===== config.mk =====
export PLATFORM = sky130hd
export DESIGN_NAME = chd_mul
export DESIGN_NICKNAME = d
export VERILOG_FILES = /design/src/rtl/core/chd_pkg.sv /design/src/rtl/core/chd_mul.sv
export SDC_FILE = /design/constraint.sdc
export NUM_CORES = 2
export LEC_CHECK = 0
export ABC_AREA = 1
export BUFFER_PORTS_ARGS = -buffer_cell sky130_fd_sc_hd__buf_2
export CAP_MARGIN = 20
export CELL_PAD_IN_SITES_DETAIL_PLACEMENT = 2
export CELL_PAD_IN_SITES_GLOBAL_PLACEMENT = 2
export CORE_UTILIZATION = 39
export DETAILED_ROUTE_END_ITERATION = 16
export PLACE_DENSITY = 0.8
export SYNTH_ARGS = -nofsm -noshare
export SYNTH_HDL_FRONTEND = slang
export SYNTH_SLANG_ARGS = --single-unit

===== constraint.sdc =====
create_clock -name clk -period 21.8 [get_ports clk]
set_input_delay 4.36 -clock clk [delete_from_list [all_inputs] [get_ports clk]]
set_output_delay 4.36 -clock clk [all_outputs]
set_load 0.02 [all_outputs]

===== src/rtl/core/chd_pkg.sv =====
`timescale 1ns / 1ps
// Shared types, constants and saturating helpers for the cubic root solver.
// Used by chd_mul, chd_div and cubic_roots_halley_deflation_top; no dependencies.
package chd_pkg;

  localparam logic signed [63:0] S64_MAX = 64'sh7FFF_FFFF_FFFF_FFFF;
  localparam logic signed [63:0] S64_MIN = 64'sh8000_0000_0000_0000;
  localparam logic signed [63:0] DIV_THREE = 64'sd3;

  // ceil(2^65 / 3): q = (m * RECIP3) >> 65 is m / 3 for any 64-bit m
  localparam logic [63:0] RECIP3 = 64'hAAAA_AAAA_AAAA_AAAB;

  localparam int TOL_W      = 41;
  localparam int ITER_W     = 8;
  localparam int CFG_IDX_W  = 8;
  localparam int CFG_DATA_W = 64;

  localparam logic [CFG_IDX_W-1:0] REG_TOLERANCE = 8'd0;
  localparam logic [CFG_IDX_W-1:0] REG_MAX_ITER  = 8'd1;

  localparam logic [TOL_W-1:0]  TOL_RESET  = 41'd1024;
  localparam logic [ITER_W-1:0] ITER_RESET = 8'd50;

  localparam logic [6:0] DIV_STEPS  = 7'd127;
  localparam logic [6:0] SQRT_STEPS = 7'd63;

  typedef struct packed {
    logic signed [63:0] coef_quadratic;
    logic signed [63:0] coef_linear;
    logic signed [63:0] coef_constant;
  } in_word_t;

  typedef struct packed {
    logic signed [63:0] root_first;
    logic signed [63:0] root_second_re;
    logic signed [63:0] root_second_im;
    logic signed [63:0] root_third_re;
    logic signed [63:0] root_third_im;
    logic               converged;
    logic [7:0]         steps_used;
    logic               fault;
  } out_word_t;

  // value with its saturation flag
  typedef struct packed {
    logic               ovf;
    logic signed [63:0] val;
  } sval_t;

  typedef struct packed {
    logic               go;
    logic               div3;   // integer a / 3, truncated toward zero; b unused
    logic signed [63:0] a;
    logic signed [63:0] b;
  } mul_req_t;

  typedef struct packed {
    logic               done;
    logic               ovf;
    logic signed [63:0] p;
  } mul_rsp_t;

  typedef struct packed {
    logic               go;
    logic               sqrt;   // square root of n instead of n / d
    logic signed [63:0] n;
    logic signed [63:0] d;
  } div_req_t;

  typedef struct packed {
    logic               done;
    logic               ovf;
    logic signed [63:0] q;
  } div_rsp_t;

  function automatic logic [63:0] mag64(input logic signed [63:0] x);
    logic [63:0] u;
    u = x;
    return u[63] ? (64'd0 - u) : u;
  endfunction

  function automatic sval_t from_mag(input logic [63:0] m, input logic neg);
    sval_t r;
    r.ovf = 1'b0;
    if (neg) begin
      if (m > 64'h8000_0000_0000_0000) begin
        r.ovf = 1'b1;
        r.val = S64_MIN;
      end else begin
        r.val = 64'd0 - m;
      end
    end else if (m[63]) begin
      r.ovf = 1'b1;
      r.val = S64_MAX;
    end else begin
      r.val = m;
    end
    return r;
  endfunction

  function automatic sval_t sadd(input logic signed [63:0] a, input logic signed [63:0] b);
    logic [64:0] s;
    sval_t r;
    s = {a[63], a} + {b[63], b};
    r.ovf = s[64] ^ s[63];
    r.val = r.ovf ? (s[64] ? S64_MIN : S64_MAX) : s[63:0];
    return r;
  endfunction

  function automatic sval_t ssub(input logic signed [63:0] a, input logic signed [63:0] b);
    logic [64:0] s;
    sval_t r;
    s = {a[63], a} - {b[63], b};
    r.ovf = s[64] ^ s[63];
    r.val = r.ovf ? (s[64] ? S64_MIN : S64_MAX) : s[63:0];
    return r;
  endfunction

  // halve and quarter, truncated toward zero
  function automatic logic signed [63:0] div2_tz(input logic signed [63:0] x);
    logic signed [63:0] y;
    y = x[63] ? (x + 64'sd1) : x;
    return y >>> 1;
  endfunction

  function automatic logic signed [63:0] div4_tz(input logic signed [63:0] x);
    logic signed [63:0] y;
    y = x[63] ? (x + 64'sd3) : x;
    return y >>> 2;
  endfunction

endpackage


===== src/rtl/core/chd_mul.sv =====
`timescale 1ns / 1ps
// Fixed-point signed multiplier: four 32x32 partial products, one per cycle.
// Also divides by three through a reciprocal product. Depends on chd_pkg.
module chd_mul #(
  parameter int FRAC_BITS = 40
) (
  input  logic             clk,
  input  logic             rst_n,
  input  chd_pkg::mul_req_t req,
  output chd_pkg::mul_rsp_t rsp
);
  import chd_pkg::*;

  typedef enum logic [1:0] {M_IDLE, M_RUN, M_FIN} mst_t;

  mst_t         st_r, st_nxt;
  logic [63:0]  ma_r, ma_nxt, mb_r, mb_nxt;
  logic         neg_r, neg_nxt;
  logic         d3_r, d3_nxt;
  logic [127:0] acc_r, acc_nxt;
  logic [1:0]   k_r, k_nxt;
  mul_rsp_t     rsp_r, rsp_nxt;

  logic [63:0]  pp;
  logic [6:0]   shamt;
  logic [63:0]  q3;
  sval_t        fm;

  // partial product for the current digit pair
  assign pp    = ma_r[{k_r[1], 5'd0} +: 32] * mb_r[{k_r[0], 5'd0} +: 32];
  assign shamt = {k_r[1] & k_r[0], k_r[1] ^ k_r[0], 5'd0};
  assign q3    = {1'b0, acc_r[127:65]};
  assign fm    = from_mag(acc_r[63+FRAC_BITS:FRAC_BITS], neg_r);

  always_comb begin
    st_nxt  = st_r;
    ma_nxt  = ma_r;
    mb_nxt  = mb_r;
    neg_nxt = neg_r;
    d3_nxt  = d3_r;
    acc_nxt = acc_r;
    k_nxt   = k_r;
    rsp_nxt = rsp_r;
    rsp_nxt.done = 1'b0;
    case (st_r)
      M_IDLE: begin
        if (req.go) begin
          ma_nxt  = mag64(req.a);
          mb_nxt  = req.div3 ? RECIP3 : mag64(req.b);
          neg_nxt = req.div3 ? req.a[63] : (req.a[63] ^ req.b[63]);
          d3_nxt  = req.div3;
          acc_nxt = '0;
          k_nxt   = 2'd0;
          st_nxt  = M_RUN;
        end
      end
      M_RUN: begin
        acc_nxt = acc_r + ({64'd0, pp} << shamt);
        k_nxt   = k_r + 2'd1;
        if (k_r == 2'd3) st_nxt = M_FIN;
      end
      M_FIN: begin
        // drop the fraction bits, saturate if the integer part overflows (not for a division by three)
        rsp_nxt.done = 1'b1;
        if (d3_r) begin
          rsp_nxt.ovf = 1'b0;
          rsp_nxt.p   = neg_r ? (64'd0 - q3) : q3;
        end else if (acc_r[127:64+FRAC_BITS] != '0) begin
          rsp_nxt.ovf = 1'b1;
          rsp_nxt.p   = neg_r ? S64_MIN : S64_MAX;
        end else begin
          rsp_nxt.ovf = fm.ovf;
          rsp_nxt.p   = fm.val;
        end
        st_nxt = M_IDLE;
      end
      default: st_nxt = M_IDLE;
    endcase
  end

  always_ff @(posedge clk) begin
    ma_r      <= ma_nxt;
    mb_r      <= mb_nxt;
    neg_r     <= neg_nxt;
    d3_r      <= d3_nxt;
    acc_r     <= acc_nxt;
    k_r       <= k_nxt;
    rsp_r.ovf <= rsp_nxt.ovf;
    rsp_r.p   <= rsp_nxt.p;
    if (!rst_n) begin
      st_r       <= M_IDLE;
      rsp_r.done <= 1'b0;
    end else begin
      st_r       <= st_nxt;
      rsp_r.done <= rsp_nxt.done;
    end
  end

  assign rsp = rsp_r;

endmodule


==> results.cfg <==
[outcome]
outcome = completed

[global_route]
globalRouteMet2Util = 0.6818
met1_usage = 0.5351
gr-total-overflow = 0
grt_pass1_wl_um = 525500
grt_pass1_vias = 74311
use_met3 = 0.1097
top_usage_layer = met2
grt_start_max_net_pins = 79
antenna_found_initial = 35
track_usage = 0.4353

[critical_path]
cp.required_ps = 22200
crit_arrival_ps = 14410
crit_type = register to register
slowest_stage = clkinv_1
crit_fanout = 65
path_buf_inv = 7
slowest_delay_ps = 930
cpLargestDelayFamily = adder cells
worst_setup_path_end_kind = register
cpMostUsedCell = fa_1
cp-start-kind = register

[sta]
finalHoldViolCount = 0
finClkSkew_ps = 46.59
tightest_slew_ps = 1246
timing.hold.ws_ps = 566.9
rsz0062_at_grt = no
max_freq_mhz = 71.38
period_share = 0.6426
period_minus_slack_ps = 14010
slew_viol_final = 0
setup_viol = 0
slew_headroom = 0.1687
setup_tns_ps = 0

[place]
dp_hpwl_um = 309900
place_area_um2 = 68400
port_buffers = 197
finalWeightedCongestion = 1.140

[yosys]
synth.area.top_cells = fa_1 28%, edfxtp_1 15%, inv_1 9.8%
avgSynthCellArea_um2 = 7.256
seq_area_frac_synth = 0.1519
yosysTopAreaCellShare = 0.2779
synth-main-ff-cell = edfxtp_1
synth_seq_cells = 328
synth_nets = 10330
synth_top_area_cell = fa_1
synth_edf_count = 325
synth_cell_types = 66
syn_area_um2 = 64620
synthArstFlopShare = 0
synth_cells = 8906
ys_warn_count = 0

[floorplanning]
dieWidth_um = 409.1
initial_utilization = 0.3921
pin_count = 198
core.rowCount = 149
coreArea_um2 = 164800
dieHeight_um = 409.1
die_area_um2 = 167300

[finish]
syn2layout_area_growth_pct = 8.773
final_design_area_no_fill_um2 = 70290
finalNetCount = 10436
final_common_cell = inv_1
final_cell_mix = 1,688 x inv_1, 1,551 x nor2_1, 1,550 x nand2_1, 897 x fa_1, 604 x a21oi_1
drive_gt1_frac = 0.06307

[clock_network]
ctsLongestPathBuffers = 3
h-tree-depth = 2
cts_made_buffers = 49
cts_tree = done
post_cts_buffers = 0
cts_sinks = 328
cts.reportedPaths.clkPinSlew_ps = 60
cts_resized = 0
insertion_delay_ps = 710
cts_hold_buffers = 0
cts_root_buffer = clkbuf_16

[routing]
via_per_inst = 5.968
ant_nets = 0
wirelength_um = 368300
drc = 0
wire_per_inst_um = 32.74
drtIter0Drc = 6329
first_pass_iters = 6
vias = 67146

[min_path]
min_path_type = register to register

[run]
max-cap-violations = 0
==> worst register-to-register path: cells and delay by family, from the launching register on <==
kind / cells / cell delay (ps)
DFF: 1 / 330
and+or+nand+nor: 9 / 1890
adders and majority gates: 10 / 4870
AOI/OAI and AO/OA: 12 / 4200
buffers and inverters: 7 / 2450
==> kinds of logic after synthesis <==
| kind of cell | after synthesis | synth area share |
|---|---|---|
| xor gates and xnor gates | 186 | 0.02521 |
| AOI/OAI and AO/OA | 1427 | 0.1196 |
| DFF | 328 | 0.1519 |
| muxes | 4 | 0.0006196 |
| buffers and inverters | 1999 | 0.1170 |
| adders and majority gates | 1292 | 0.3544 |
| and+or+nand+nor | 3670 | 0.2313 |
==> layer usage <==
layer | wire length [um] | vias up | part of all wire
met5 | 185 | - | 0.00050
li1 | - | 28044 | -
met2 | 164000 | 3155 | 0.45
met1 | 143100 | 34909 | 0.39
met3 | 34320 | 1006 | 0.093
met4 | 26790 | 32 | 0.073
==> cells in the mapped netlist (11+ instances only) <==
| cell type | number |
|---|---|
| inv_1 | 1692 |
| nor2_1 | 1554 |
| nand2_1 | 1551 |
| fa_1 | 897 |
| a21oi_1 | 604 |
| o21ai_0 | 539 |
| ha_1 | 395 |
| edfxtp_1 | 325 |
| nand3_1 | 237 |
| clkbuf_1 | 232 |
| xor2_1 | 136 |
| nor3_1 | 121 |
| o21ai_1 | 60 |
| nand4_1 | 50 |
| xnor2_1 | 50 |
| nor4_1 | 44 |
| a21o_1 | 30 |
| clkinv_1 | 30 |
| o21a_1 | 30 |
| o21bai_1 | 30 |
| o211ai_1 | 28 |
| a31oi_1 | 22 |
| buf_1 | 19 |
| nor2_2 | 19 |
| or2_2 | 18 |
| o22ai_1 | 16 |
| nand2_2 | 15 |
| a21boi_0 | 13 |
| nand3b_1 | 13 |
| a32oi_1 | 11 |
==> path summary, 6_finish.rpt <==
check / depth (start not counted) / slack (ps) / end / start
setup reg to reg: 38 / 7790 / acc_r[66] / k_r[1]
setup / recovery: 38 / 7790 / acc_r[66] / k_r[1]
hold / removal: 1 / 570 / rsp[65] / st_r[0]
hold reg to reg: 1 / 570 / rsp[65] / st_r[0]
==> state kept, by name, summed over array words and instances, names as in the netlist <==
register  cells
acc_r       128
rsp          66
ma_r         64
mb_r         64
k_r           2
st_r          2
d3_r          1
neg_r         1
==> per-stage QoR <==
stage / cells / setup WS, ps / util
finish: 11251 / 7791 / 0.4265
global route: 11243 / 7664 / 0.4264
CTS: 11236 / 7941 / 0.4256
detailed placement: 11144 / 8174 / 0.4150
global placement: 11141 / 8637 / 0.4149
floorplan: 8906 / 4424 / -
==> final cells by class <==
cell class,instances,area [um^2]
Fill cell,19525,94510
Clock inverter,37,495.5
Antenna cell,9,22.52
Timing Repair Buffer,321,2001
Sequential cell,328,9819
Clock buffer,55,1249
Multi-Input combinational cell,6579,47460
Inverter,1733,6506
Tap cell,2189,2739
Power is not shown: default switching activity piles up to over one toggle a cycle in this logic, so the estimate is an artifact.
